$ cat config.mk
export PLATFORM = sky130hd
export DESIGN_NAME = midi_to_usb_midi_packet_flat
export DESIGN_NICKNAME = d
export VERILOG_FILES = /design/src/rtl/mtum_pkg.sv /design/src/rtl/mtum_req_if.sv /design/src/rtl/mtum_rsp_if.sv /design/src/rtl/midi_to_usb_midi_packet.sv /design/src/flat_wrapper.sv
export SDC_FILE = /design/constraint.sdc
export NUM_CORES = 1
export LEC_CHECK = 0
export ABC_AREA = 1
export BUFFER_PORTS_ARGS = -buffer_cell sky130_fd_sc_hd__buf_2
export CAP_MARGIN = 10
export CORE_AREA = 5 5 79 81
export DETAILED_ROUTE_END_ITERATION = 12
export DIE_AREA = 0 0 84 86
export GPL_TIMING_DRIVEN = 0
export PLACE_DENSITY = 0.78
export SLEW_MARGIN = 0
export SYNTH_ARGS = -nofsm -noshare
export SYNTH_HDL_FRONTEND = slang
export SYNTH_SLANG_ARGS = --single-unit
$ cat constraint.sdc
create_clock -name clock -period 3.1 [get_ports clock]
set_input_delay 0 -clock clock [delete_from_list [all_inputs] [get_ports clock]]
set_output_delay 0 -clock clock [all_outputs]
set_load 0.01 [all_outputs]
$ cat src/rtl/mtum_pkg.sv
// Constants, types and classification functions of the USB-MIDI packet encoder
package mtum_pkg;

   // Sysex framing bytes
   localparam logic [7:0] SYSEX_START = 8'hF0;
   localparam logic [7:0] SYSEX_END   = 8'hF7;

   // Code index numbers
   localparam logic [3:0] CIN_NONE       = 4'h0;
   localparam logic [3:0] CIN_CABLE_EVT  = 4'h1;
   localparam logic [3:0] CIN_SYS_TWO    = 4'h2;
   localparam logic [3:0] CIN_SYS_THREE  = 4'h3;
   localparam logic [3:0] CIN_SYSEX_CONT = 4'h4;
   localparam logic [3:0] CIN_SINGLE_END = 4'h5;
   localparam logic [3:0] CIN_SYSEX_END2 = 4'h6;
   localparam logic [3:0] CIN_SYSEX_END3 = 4'h7;
   localparam logic [3:0] CIN_CHAN_FIRST = 4'h8;
   localparam logic [3:0] CIN_CHAN_LAST  = 4'hE;
   localparam logic [3:0] CIN_PROG_CHG   = 4'hC;
   localparam logic [3:0] CIN_CHAN_PRESS = 4'hD;
   localparam logic [3:0] CIN_SINGLE     = 4'hF;

   // Result status
   typedef enum logic [1:0] {
      STATUS_OK          = 2'd0,
      STATUS_BAD_CABLE   = 2'd1,
      STATUS_BAD_MESSAGE = 2'd2
   } status_type;

   // Code index from the three-byte window; CIN_NONE when nothing matches
   function automatic logic [3:0] classify_cin(input logic [7:0] b0,
                                               input logic [7:0] b1,
                                               input logic [7:0] b2);
      logic       d0;
      logic       d1;
      logic       d2;
      logic [3:0] cin;
      d0  = ~b0[7];
      d1  = ~b1[7];
      d2  = ~b2[7];
      cin = CIN_NONE;
      if (b0[7:4] >= CIN_CHAN_FIRST && b0[7:4] <= CIN_CHAN_LAST) begin
         cin = b0[7:4];
      end else begin
         case (b0) inside
            8'hF1, 8'hF3: cin = CIN_SYS_TWO;
            8'hF2: cin = CIN_SYS_THREE;
            8'hF6: cin = CIN_SINGLE_END;
            8'hF8, 8'hFA, 8'hFB, 8'hFC, 8'hFE, 8'hFF: cin = CIN_SINGLE;
            SYSEX_START: begin
               if (b1 == SYSEX_END) begin
                  cin = CIN_SYSEX_END2;
               end else if (d1 && b2 == SYSEX_END) begin
                  cin = CIN_SYSEX_END3;
               end else if (d1 && d2) begin
                  cin = CIN_SYSEX_CONT;
               end
            end
            SYSEX_END: cin = CIN_SINGLE_END;
            default: begin
               // data byte leading: sysex continuation or tail
               if (d0) begin
                  if (d1 && d2) begin
                     cin = CIN_SYSEX_CONT;
                  end else if (d1 && b2 == SYSEX_END) begin
                     cin = CIN_SYSEX_END3;
                  end else if (!d1 && b1 == SYSEX_END) begin
                     cin = CIN_SYSEX_END2;
                  end
               end
            end
         endcase
      end
      return cin;
   endfunction

   // Number of MIDI bytes carried for a code index
   function automatic logic [1:0] length_of_cin(input logic [3:0] cin);
      logic [1:0] len;
      case (cin) inside
         CIN_NONE, CIN_CABLE_EVT: len = 2'd0;
         CIN_SINGLE_END, CIN_SINGLE: len = 2'd1;
         CIN_SYS_TWO, CIN_SYSEX_END2, CIN_PROG_CHG, CIN_CHAN_PRESS: len = 2'd2;
         default: len = 2'd3;
      endcase
      return len;
   endfunction

endpackage

$ cat src/rtl/mtum_req_if.sv
// Input channel: a three-byte MIDI window and its cable number
interface mtum_req_if;
   logic       valid;
   logic       ready;
   logic [7:0] first_midi_byte;
   logic [7:0] second_midi_byte;
   logic [7:0] third_midi_byte;
   logic [7:0] cable_number;

   modport source (output valid, first_midi_byte, second_midi_byte, third_midi_byte,
                   cable_number, input ready);
   modport sink (input valid, first_midi_byte, second_midi_byte, third_midi_byte,
                 cable_number, output ready);
endinterface

$ cat src/rtl/mtum_rsp_if.sv
// Result channel: one USB-MIDI event packet with length and status
interface mtum_rsp_if;
   import mtum_pkg::*;

   logic       valid;
   logic       ready;
   logic [7:0] header_byte;
   logic [7:0] packet_byte_one;
   logic [7:0] packet_byte_two;
   logic [7:0] packet_byte_three;
   logic [1:0] message_length;
   status_type status_code;

   modport source (output valid, header_byte, packet_byte_one, packet_byte_two,
                   packet_byte_three, message_length, status_code, input ready);
   modport sink (input valid, header_byte, packet_byte_one, packet_byte_two,
                 packet_byte_three, message_length, status_code, output ready);
endinterface

$ cat src/rtl/midi_to_usb_midi_packet.sv
// Top level of the MIDI to USB-MIDI event packet encoder
//
//   channel    dir   handshake      word
//   req_chan   in    valid/ready    three MIDI bytes, cable number
//   rsp_chan   out   valid/ready    header, three packet bytes, length, status
//
// One word in per clock unless rsp_chan stalls; each result is offered on rsp_chan
// after its word has passed the input register and then the result register.
// Throughput is one word per cycle while rsp_chan.ready stays high; while a
// finished result waits, the input register takes one more word, then ready drops.
// Synchronous active-high reset empties both registers; no result is lost or
// repeated across a stall on either side.
module midi_to_usb_midi_packet (
   input logic      clock,
   input logic      reset,
   mtum_req_if.sink req_chan,
   mtum_rsp_if.source rsp_chan
);
   import mtum_pkg::*;

   // input register
   logic       in_valid_ff;
   logic [7:0] in_b0_ff;
   logic [7:0] in_b1_ff;
   logic [7:0] in_b2_ff;
   logic [7:0] in_cable_ff;

   // result register
   logic       out_valid_ff;
   logic [7:0] out_header_ff, out_header_in;
   logic [7:0] out_one_ff, out_one_in;
   logic [7:0] out_two_ff, out_two_in;
   logic [7:0] out_three_ff, out_three_in;
   logic [1:0] out_len_ff, out_len_in;
   status_type out_status_ff, out_status_in;

   logic       out_load;
   logic       in_load;
   logic [3:0] cin;
   logic [1:0] len;

   // handshake: each register takes a word when empty or draining
   assign out_load       = !out_valid_ff || rsp_chan.ready;
   assign in_load        = !in_valid_ff || out_load;
   assign req_chan.ready = in_load;

   // classify and pack the registered window
   always_comb begin
      cin           = classify_cin(in_b0_ff, in_b1_ff, in_b2_ff);
      len           = length_of_cin(cin);
      out_header_in = 8'h00;
      out_one_in    = 8'h00;
      out_two_in    = 8'h00;
      out_three_in  = 8'h00;
      out_len_in    = 2'd0;
      out_status_in = STATUS_OK;
      if (in_cable_ff[7:4] != 4'h0) begin
         out_status_in = STATUS_BAD_CABLE;
      end else if (len == 2'd0) begin
         out_status_in = STATUS_BAD_MESSAGE;
      end else begin
         out_header_in = {in_cable_ff[3:0], cin};
         out_one_in    = in_b0_ff;
         out_two_in    = (len >= 2'd2) ? in_b1_ff : 8'h00;
         out_three_in  = (len == 2'd3) ? in_b2_ff : 8'h00;
         out_len_in    = len;
      end
   end

   // input register
   always_ff @(posedge clock) begin
      if (reset) begin
         in_valid_ff <= 1'b0;
      end else if (in_load) begin
         in_valid_ff <= req_chan.valid;
      end
      if (in_load && req_chan.valid) begin
         in_b0_ff    <= req_chan.first_midi_byte;
         in_b1_ff    <= req_chan.second_midi_byte;
         in_b2_ff    <= req_chan.third_midi_byte;
         in_cable_ff <= req_chan.cable_number;
      end
   end

   // result register
   always_ff @(posedge clock) begin
      if (reset) begin
         out_valid_ff <= 1'b0;
      end else if (out_load) begin
         out_valid_ff <= in_valid_ff;
      end
      if (out_load && in_valid_ff) begin
         out_header_ff <= out_header_in;
         out_one_ff    <= out_one_in;
         out_two_ff    <= out_two_in;
         out_three_ff  <= out_three_in;
         out_len_ff    <= out_len_in;
         out_status_ff <= out_status_in;
      end
   end

   assign rsp_chan.valid             = out_valid_ff;
   assign rsp_chan.header_byte       = out_header_ff;
   assign rsp_chan.packet_byte_one   = out_one_ff;
   assign rsp_chan.packet_byte_two   = out_two_ff;
   assign rsp_chan.packet_byte_three = out_three_ff;
   assign rsp_chan.message_length    = out_len_ff;
   assign rsp_chan.status_code       = out_status_ff;

endmodule

$ cat src/flat_wrapper.sv
// flat-port wrapper written by rule: the top's interface ports become plain ports
module midi_to_usb_midi_packet_flat import mtum_pkg::*;
  (clock, reset, req_chan_valid, req_chan_first_midi_byte, req_chan_second_midi_byte, req_chan_third_midi_byte, req_chan_cable_number, req_chan_ready, rsp_chan_valid, rsp_chan_header_byte, rsp_chan_packet_byte_one, rsp_chan_packet_byte_two, rsp_chan_packet_byte_three, rsp_chan_message_length, rsp_chan_status_code, rsp_chan_ready);
  mtum_req_if req_chan_i ();
  mtum_rsp_if rsp_chan_i ();
  input logic clock;
  input logic reset;
  input wire logic [$bits(req_chan_i.valid)-1:0] req_chan_valid;
  input wire logic [$bits(req_chan_i.first_midi_byte)-1:0] req_chan_first_midi_byte;
  input wire logic [$bits(req_chan_i.second_midi_byte)-1:0] req_chan_second_midi_byte;
  input wire logic [$bits(req_chan_i.third_midi_byte)-1:0] req_chan_third_midi_byte;
  input wire logic [$bits(req_chan_i.cable_number)-1:0] req_chan_cable_number;
  output wire logic [$bits(req_chan_i.ready)-1:0] req_chan_ready;
  output wire logic [$bits(rsp_chan_i.valid)-1:0] rsp_chan_valid;
  output wire logic [$bits(rsp_chan_i.header_byte)-1:0] rsp_chan_header_byte;
  output wire logic [$bits(rsp_chan_i.packet_byte_one)-1:0] rsp_chan_packet_byte_one;
  output wire logic [$bits(rsp_chan_i.packet_byte_two)-1:0] rsp_chan_packet_byte_two;
  output wire logic [$bits(rsp_chan_i.packet_byte_three)-1:0] rsp_chan_packet_byte_three;
  output wire logic [$bits(rsp_chan_i.message_length)-1:0] rsp_chan_message_length;
  output wire logic [$bits(rsp_chan_i.status_code)-1:0] rsp_chan_status_code;
  input wire logic [$bits(rsp_chan_i.ready)-1:0] rsp_chan_ready;
  assign req_chan_i.valid = req_chan_valid;
  assign req_chan_i.first_midi_byte = req_chan_first_midi_byte;
  assign req_chan_i.second_midi_byte = req_chan_second_midi_byte;
  assign req_chan_i.third_midi_byte = req_chan_third_midi_byte;
  assign req_chan_i.cable_number = req_chan_cable_number;
  assign req_chan_ready = req_chan_i.ready;
  assign rsp_chan_valid = rsp_chan_i.valid;
  assign rsp_chan_header_byte = rsp_chan_i.header_byte;
  assign rsp_chan_packet_byte_one = rsp_chan_i.packet_byte_one;
  assign rsp_chan_packet_byte_two = rsp_chan_i.packet_byte_two;
  assign rsp_chan_packet_byte_three = rsp_chan_i.packet_byte_three;
  assign rsp_chan_message_length = rsp_chan_i.message_length;
  assign rsp_chan_status_code = rsp_chan_i.status_code;
  assign rsp_chan_i.ready = rsp_chan_ready;
  midi_to_usb_midi_packet u_core (.clock(clock), .reset(reset), .req_chan(req_chan_i), .rsp_chan(rsp_chan_i));
endmodule
Word-level counts from Yosys, hierarchy flattened

Cells that the tools add are included.

Bits in registers: 70
Input port bits: 36
Output and inout port bits: 38
Logic and storage cells: 80

Order comparisons: 3
Equal/unequal tests: 22
Multiplexer cells: 18
Bitwise logic cells: 4
Reduce and logical (&&, ||, !) cells: 21

Operator list:

| operator                                                               | number |
|---|---|
| 8-bit equality test (second input constant)                            | 14 |
| 4-bit 2-to-1 mux                                                       | 12 |
| 4-bit equality test (second input constant)                            | 3 |
| 4-bit by 3-bit equality test with 1-bit output (second input constant) | 2 |
| 2-bit OR reduction                                                     | 4 |
| 1-bit logical AND                                                      | 6 |
| 2-bit 2-to-1 mux                                                       | 3 |
| 3-bit 2-to-1 mux                                                       | 2 |
| 3-bit OR reduction                                                     | 2 |
| 6-bit OR reduction                                                     | 1 |
| 4-bit by 1-bit equality test with 1-bit output (second input constant) | 1 |
| 4-bit by 2-bit equality test with 1-bit output (second input constant) | 1 |
| 4-bit >= comparator (second input constant)                            | 1 |
| 4-bit less-or-equal comparator (second input constant)                 | 1 |
| 4-bit zero test                                                        | 1 |
| 1-bit inverter                                                         | 4 |
| 4-bit nonzero test                                                     | 1 |
| 4-bit OR reduction                                                     | 1 |
| 2-bit equality test (second input constant)                            | 1 |
| 2-bit >= comparator (second input constant)                            | 1 |
| 1-bit zero test                                                        | 2 |
| 2-bit zero test                                                        | 1 |
| 1-bit logical OR                                                       | 2 |
| 1-bit 2-to-1 mux                                                       | 1 |

Longest topological paths before layout

Gate-level depths: netlist (run 1).

Word-level depth: 21
Gate-level depth with buffers: 13
Mapped depth without buffers: 13

Worst setup path before layout (run 1)

No wires, ideal clock.

Path kind: flip-flop to flip-flop
From: register u_core.out_valid_ff, in the netlist u_core.rsp_chan.valid
To: register u_core.out_header_ff[0], in the netlist u_core.rsp_chan.header_byte[0] (enable)
Setup time: 0.441 ns
Arrival: 2.162 ns
Data required time: 2.659 ns
Path slack: 0.497 ns
Stages on the path, launching flop included: 2
Path buffers: 0
Clock period less this slack: 2.603 ns
Path through: dfxtp_1 > a21oi_1

Word-level cells in the longest chain between the ends: 3

RTL lines:

| what                   | RTL line                      | RTL |
|---|---|---|
| from (decl)            | midi_to_usb_midi_packet.sv:29 | `logic out_valid_ff;` |
| from (signal assigned) | midi_to_usb_midi_packet.sv:90 | `out_valid_ff <= in_valid_ff;` |
| 1-bit zero test        | midi_to_usb_midi_packet.sv:43 | `assign out_load = !out_valid_ff \|\| rsp_chan.ready;` |
| 1-bit logical OR       | midi_to_usb_midi_packet.sv:43 |  |
| 1-bit logical AND      | midi_to_usb_midi_packet.sv:92 | `if (out_load && in_valid_ff) begin` |
| to (signal assigned)   | midi_to_usb_midi_packet.sv:93 | `out_header_ff <= out_header_in;` |
| to (decl)              | midi_to_usb_midi_packet.sv:30 | `logic [7:0] out_header_ff, out_header_in;` |

No other way between the ends.
A chain may end at the register's enable or synchronous reset.

Worst setup path in the final report (run 1)

From: register u_core.in_cable_ff[5]
To: register u_core.out_two_ff[4], in the netlist u_core.rsp_chan.packet_byte_two[4] (data pin)

Word-level cells in the longest chain between the ends: 2

RTL lines:

| what                                | RTL line                      | RTL |
|---|---|---|
| from (decl)                         | midi_to_usb_midi_packet.sv:26 | `logic [7:0] in_cable_ff;` |
| from (signal assigned)              | midi_to_usb_midi_packet.sv:81 | `in_cable_ff <= req_chan.cable_number;` |
| 4-bit nonzero test                  | midi_to_usb_midi_packet.sv:57 | `if (in_cable_ff[7:4] != 4'h0) begin` |
| 3-bit OR reduction (no source line) | -                             |  |
| to (signal assigned)                | midi_to_usb_midi_packet.sv:95 | `out_two_ff <= out_two_in;` |
| to (decl)                           | midi_to_usb_midi_packet.sv:32 | `logic [7:0] out_two_ff, out_two_in;` |

No other way between the ends.

==> flow_metrics.env, run 1 <==
export IMPL_final_core_util_pct=69.40
export IMPL_core_area_um2=5405
export IMPL_detail_route_first_pass_iterations=4
export IMPL_ys_types=23
export IMPL_clockBufferDepth=2
export IMPL_n_antenna_cell=0
export IMPL_layout_common_cells="73 x buf_2, 68 x edfxtp_1, 48 x nor2_1"
export IMPL_power_leakage_nw=1.723
export IMPL_tightest_slew_ns=1.189
export IMPL_dp_hpwl_um=3347
export IMPL_fill_cells=419
export IMPL_rows=27
export IMPL_status="finished clean"
export IMPL_crit_type="flop to flop"
export IMPL_cts_tree="done"
export IMPL_seqCellArea_um2=2082
export IMPL_slew_headroom_pct=20.66
export IMPL_final_common_cell="buf_2"
export IMPL_grt_overflow_total=0
export IMPL_numPortBuffers=73
export IMPL_worstPathArrival_ns=2.13
export IMPL_fin_crit_sh_pct=62.52
export IMPL_setup_viol_count_final=0
export IMPL_drc=0
export IMPL_ant_nets=0
export IMPL_die_h_um=86
export IMPL_grtUsageTotal_pct=15.60
export IMPL_drive_above_1_share_pct=28.65
export IMPL_avgSynthCellArea_um2=12.61
export IMPL_grt_first_pass_wirelength_um=8431
export IMPL_syn_inst=219
export IMPL_multi_input_area_um2=520.5
export IMPL_area_growth_pct=35.78
export IMPL_cap_violations=0
export IMPL_report_final_slew_viol_count=0
export IMPL_antenna_found_initial=0
export IMPL_hold_start="req_chan_cable_number[3]"
export IMPL_ios=74
export IMPL_via_count=1833
export IMPL_r2r_start="u_core.in_cable_ff[5]$_DFFE_PP_"
export IMPL_dpl_cell_area_um2=3257
export IMPL_initial_core_util_pct=51.11
export IMPL_rsz0062_at_grt="false"
export IMPL_wire_per_inst_um=12.13
export IMPL_post_cts_resized=0
export IMPL_worstSetupEndpointType="flop"
export IMPL_final_cell_area_um2=3751
export IMPL_root_buffer="clkbuf_8"
export IMPL_timing_fmax_mhz=516.0
export IMPL_clkSinkCount=70
export IMPL_drtIter0Drc=79
export IMPL_die_x_um=84
export IMPL_period_minus_slack_ns=1.938
export IMPL_layout_nets=375
export IMPL_cts_hold_buf=35
export IMPL_ys_seq_elements=70
export IMPL_fin_ws_ns=1.162
export IMPL_yosys_warnings=0
export IMPL_grt_max_degree=33
export IMPL_clock_skew_ns=0.008146
export IMPL_cts_max_level=3
export IMPL_detailedPlace_worstSlack_ns=1.174
export IMPL_post_cts_buffers=0
export IMPL_cts_buffers=9
export IMPL_die_area_um2=7224
export IMPL_critPathLaunch="u_core.in_cable_ff[5]$_DFFE_PP_"
export IMPL_clk_latency_ns=0.34
export IMPL_vias_per_cell=4.428
export IMPL_cts_clk_slew_worst_paths_ns=0.07
export IMPL_power_density_nw_per_um2=487.3
export IMPL_min_path_type="primary input to flop"
export IMPL_crit_required_ns=3.30
export IMPL_synth_nets=255
export IMPL_place_congestion=0.8414
export IMPL_yosysSeqAreaShare_pct=75.36
export IMPL_irDropWorstVdd_uv=310.1
export IMPL_crit_path_max_fanout=8
export IMPL_netlist_area_um2=2763
export IMPL_drt_wl_total_um=5021
export IMPL_grt_pass1_vias=1784
export IMPL_crit_path_start_kind="flop"
export IMPL_hold_viol=0
critical path, cell delays in order, from the launching register on:
cell,delay (ns)
edfxtp_1,0.38
nor4_1,0.78
o21ai_4,0.25
nor2_8,0.19
inv_4,0.08
nor2_1,0.11
layer usage:
metal / GRT usage (%) / vias to the layer above / share of wire, %
li1: - / 954 / -
met2: 26.83 / 66 / 53
met3: 4.803 / 7 / 7.6
met1: 16.87 / 806 / 37
met4: 9.649 / 0 / 2.1
met5: 0 / - / 0
logic make-up after synthesis:
logic type             share of synthesized area, %
DFF                                           75.36
buffers and inverters                         6.205
and+or+nand+nor                               16.85
AOI/OAI and AO/OA                             1.585
flip-flops by register name, summed over array words and instances, names as in the netlist:
signal                             flops
u_core.in_b0_ff                        8
u_core.rsp_chan.message_length         2
u_core.rsp_chan.header_byte            8
u_core.in_b1_ff                        8
u_core.in_b2_ff                        8
u_core.rsp_chan.valid                  1
u_core.rsp_chan.status_code            2
u_core.in_valid_ff                     1
u_core.rsp_chan.packet_byte_one        8
u_core.in_cable_ff                     8
u_core.rsp_chan.packet_byte_two        8
u_core.rsp_chan.packet_byte_three      8
Yosys cell counts, drive strengths merged:
library cell	number	share of area, %
o21ai	2	0.77
nor3	1	0.18
nor2	51	7.9
edfxtp	68	74
nor2b	1	0.23
nand2	33	4.9
buf	1	0.41
nor4	1	0.23
nand4	1	0.23
nand3	12	3.2
inv	42	5.8
o211ai	1	0.27
a21oi	3	0.54
dfxtp	2	1.4
where the power goes:
part	leakage [nW]	internal, W	switching [W]
Combinational	0.946	0.0000766	0.0000832
Clock	0.0745	0.000272	0.000297
Sequential	0.702	0.00108	0.0000173
Total	1.72	0.00143	0.000397
layout make-up:
class                   instances  share of cell area [%]
clock inverters                 4                  0.4336
well taps                      72                   2.402
clock buffers                  10                   3.402
flip-flops and latches         70                   55.50
plain buffers                   1                  0.3002
repair buffers                109                   19.81
inverters                      42                   4.270
multi-input cells             106                   13.88
stage by stage:
| step | std cells | power, W | setup TNS (ns) | hold WS, ns |
|---|---|---|---|---|
| after global routing | 414 | 0.001911 | 0 | 0.3496 |
| final | 414 | 0.001828 | 0 | 0.3706 |
| after detailed placement | 365 | 0.001246 | 0 | 0.1781 |
| after CTS | 414 | 0.001835 | 0 | 0.3568 |
| after global placement | 364 | 0.001237 | -5.145 | 0.1694 |
| after floorplan | 219 | 0.001189 | 0 | 0.06907 |
path summary, 6_finish.rpt:
| kind | to | slack, ns | depth (start not counted) |
|---|---|---|---|
| hold / removal | u_core.in_cable_ff[3]$_DFFE_PP_ | 0.37 | 2 |
| hold reg to reg | u_core.rsp_chan.header_byte[7]$_SDFFCE_PP0P_ | 0.55 | 2 |
| setup reg to reg | u_core.rsp_chan.packet_byte_two[4]$_SDFFCE_PP0P_ | 1.16 | 5 |
| setup / recovery | u_core.rsp_chan.packet_byte_two[4]$_SDFFCE_PP0P_ | 1.16 | 5 |
Note: power is estimated with default switching activity, not from simulation.
==> run 2, diff against run 1 <==
- clock period: 3.1 -> 1.9 ns (I/O delays scaled with it)
==> flow_metrics.env, run 2 (same netlist as run 1, synthesis figures left out) <==
export IMPL_cts_tree="done"
export IMPL_drt_wl_total_um=5723
export IMPL_timing_fmax_mhz=531.6
export IMPL_reg2reg_depth=10
export IMPL_slew_headroom_pct=56.96
export IMPL_p_int_w=0.002369
export IMPL_die_x_um=84
export IMPL_crit_path_max_fanout=8
export IMPL_initial_core_util_pct=51.11
export IMPL_drc=0
export IMPL_cts_max_level=3
export IMPL_clk_latency_ns=0.34
export IMPL_die_h_um=86
export IMPL_clock_skew_ns=0.005392
export IMPL_grt_first_pass_wirelength_um=8804
export IMPL_ant_nets=0
export IMPL_rows=27
export IMPL_r2r_start="u_core.in_b0_ff[7]$_DFFE_PP_"
export IMPL_setup_viol_count_final=0
export IMPL_power_density_nw_per_um2=762.4
export IMPL_drive_above_1_share_pct=38.83
export IMPL_fin_crit_sh_pct=99.00
export IMPL_grt_overflow_total=0
export IMPL_r2r_slack_ns=0.02
export IMPL_p_total_w=0.003043
export IMPL_clkSinkCount=70
export IMPL_via_count=1960
export IMPL_cap_violations=0
export IMPL_status="finished clean"
export IMPL_die_area_um2=7224
export IMPL_numPortBuffers=73
export IMPL_n_antenna_cell=0
export IMPL_rsz0062_at_grt="true"
export IMPL_cts_buffers=9
export IMPL_irDropWorstVdd_uv=557.0
export IMPL_hold_start="rsp_chan_ready"
export IMPL_worstHoldEndpoint="u_core.in_valid_ff$_SDFFE_PP0N_"
export IMPL_drtIter0Drc=145
export IMPL_core_area_um2=5405
export IMPL_ios=74
export IMPL_grt_pass1_vias=1924
export IMPL_dp_hpwl_um=3471
export IMPL_hold_depth=4
export IMPL_crit_required_ns=2.00
export IMPL_final_core_util_pct=73.84
export IMPL_layout_common_cells="74 x buf_2, 68 x edfxtp_1, 40 x nor2_1"
export IMPL_worstSetupEndpointType="flop"
export IMPL_fill_cells=362
export IMPL_worstReg2RegEnd="u_core.rsp_chan.packet_byte_two[1]$_SDFFCE_PP0P_"
export IMPL_dpl_cell_area_um2=3257
export IMPL_worstPathArrival_ns=1.98
export IMPL_place_congestion=0.9467
export IMPL_root_buffer="clkbuf_8"
export IMPL_power_leakage_nw=1.796
export IMPL_vias_per_cell=4.558
export IMPL_crit_type="flop to flop"
export IMPL_clockBufferDepth=2
export IMPL_pwr_share_comb_pct=10.3
export IMPL_hold_viol=0
export IMPL_grt_max_degree=33
export IMPL_grtUsageTotal_pct=16.21
export IMPL_holdWs_ns=0.04295
export IMPL_final_common_cell="buf_2"
export IMPL_min_path_type="primary input to flop"
export IMPL_pwr_share_seq_pct=59.1
export IMPL_tightest_slew_ns=0.6443
export IMPL_swShare_pct=22.13
export IMPL_antenna_found_initial=0
export IMPL_final_cell_area_um2=3991
export IMPL_wire_per_inst_um=13.31
export IMPL_cts_clk_slew_worst_paths_ns=0.06
export IMPL_area_growth_pct=44.47
export IMPL_power_switching_w=0.0006735
export IMPL_detail_route_first_pass_iterations=4
export IMPL_report_final_slew_viol_count=0
export IMPL_layout_nets=391
export IMPL_crit_path_start_kind="flop"
export IMPL_setup_tns_ns=0
export IMPL_period_minus_slack_ns=1.881
export IMPL_power_frac_clock_pct=30.6
==> run 2: cell count changes in the layout (fill, tap and decap cells not counted), moves of 4 or more <==
| cell | delta |
|---|---|
| inv_2 | +4 |
| buf_4 | +13 |
| nor2_2 | +6 |
| inv_1 | -5 |
| nor2_1 | -8 |
| nand2_2 | +6 |
| nand2_1 | -6 |
==> run 2: power by group through the flow <==
stage / combinational [W] / clock (W) / sequential (W)
final: 0.000315 / 0.000930 / 0.00180
after global routing: 0.000345 / 0.00104 / 0.00180
after CTS: 0.000266 / 0.000964 / 0.00180
after detailed placement: 0.000205 / 0 / 0.00183
after global placement: 0.000189 / 0 / 0.00183
after floorplan: 0.000103 / 0 / 0.00184
==> run 2: layer usage <==
layer | vias to the layer above | share of wire (%) | track usage [%]
met5 | - | 0 | 0
met4 | 0 | 3.1 | 9.649
met3 | 16 | 6.4 | 5.956
met2 | 71 | 52 | 26.25
met1 | 888 | 38 | 18.48
li1 | 985 | - | -
==> run 2: layout make-up <==
| cell class | count | area (µm²) | share of cell area (%) |
|---|---|---|---|
| Clock inverter | 3 | 13.76 | 0.3448 |
| Inverter | 42 | 163.9 | 4.107 |
| Tap cell | 72 | 90.09 | 2.257 |
| Buffer | 1 | 11.26 | 0.2821 |
| Sequential cell | 70 | 2082 | 52.16 |
| Timing Repair Buffer | 125 | 877.1 | 21.97 |
| Clock buffer | 11 | 131.4 | 3.292 |
| Multi-Input combinational cell | 106 | 621.8 | 15.58 |
==> run 2: what timing repair did <==
item / in CTS / in global routing
setup buffers: 3 / 12
cloned: 0 / 1
endpoints found under the setup margin: 20 / 63
pin swaps: 1 / 10
hold buffers: 35 / 0
resized for setup: 1 / 30
endpoints found under the hold margin: 34 / 0
==> run 2: per-stage QoR <==
stage | cells | setup slack (ns)
3_3_place_gp | 364 | -0.2597
4_1_cts | 417 | 0.003171
6_report | 430 | 0.01903
2_1_floorplan | 219 | 0.09774
3_5_place_dp | 365 | -0.009807
5_1_grt | 430 | -0.08935
==> run 2: critical path, stage by stage, from the launching register on <==
cell and delay (ns):
edfxtp_1 0.43, buf_4 0.17, o21ai_2 0.07, nand2_1 0.11, nor2_2 0.15, nand3_4 0.11, o21ai_4 0.24, buf_12 0.15
nor2_8 0.04, inv_4 0.10, nor2_1 0.06
==> run 2: worst max-delay path by stage <==
stage | to | depth (start not counted) | startpoint | slack (ns)
2_1_floorplan | u_core.rsp_chan.header_byte[0]$_SDFFCE_PP0P_ | 1 | u_core.rsp_chan.valid$_SDFFE_PP0P_ | 0.1
3_3_place_gp | u_core.rsp_chan.status_code[1]$_SDFFCE_PP0P_ | 2 | u_core.in_valid_ff$_SDFFE_PP0N_ | -0.26
3_5_place_dp | u_core.rsp_chan.packet_byte_one[4]$_SDFFCE_PP0P_ | 9 | u_core.in_b0_ff[6]$_DFFE_PP_ | -0.01
4_1_cts | u_core.rsp_chan.packet_byte_one[4]$_SDFFCE_PP0P_ | 9 | u_core.in_b0_ff[7]$_DFFE_PP_ | 0.003
5_1_grt | u_core.rsp_chan.packet_byte_three[1]$_SDFFCE_PP0P_ | 11 | u_core.in_b0_ff[7]$_DFFE_PP_ | -0.09
6_report | u_core.rsp_chan.packet_byte_two[1]$_SDFFCE_PP0P_ | 10 | u_core.in_b0_ff[7]$_DFFE_PP_ | 0.02
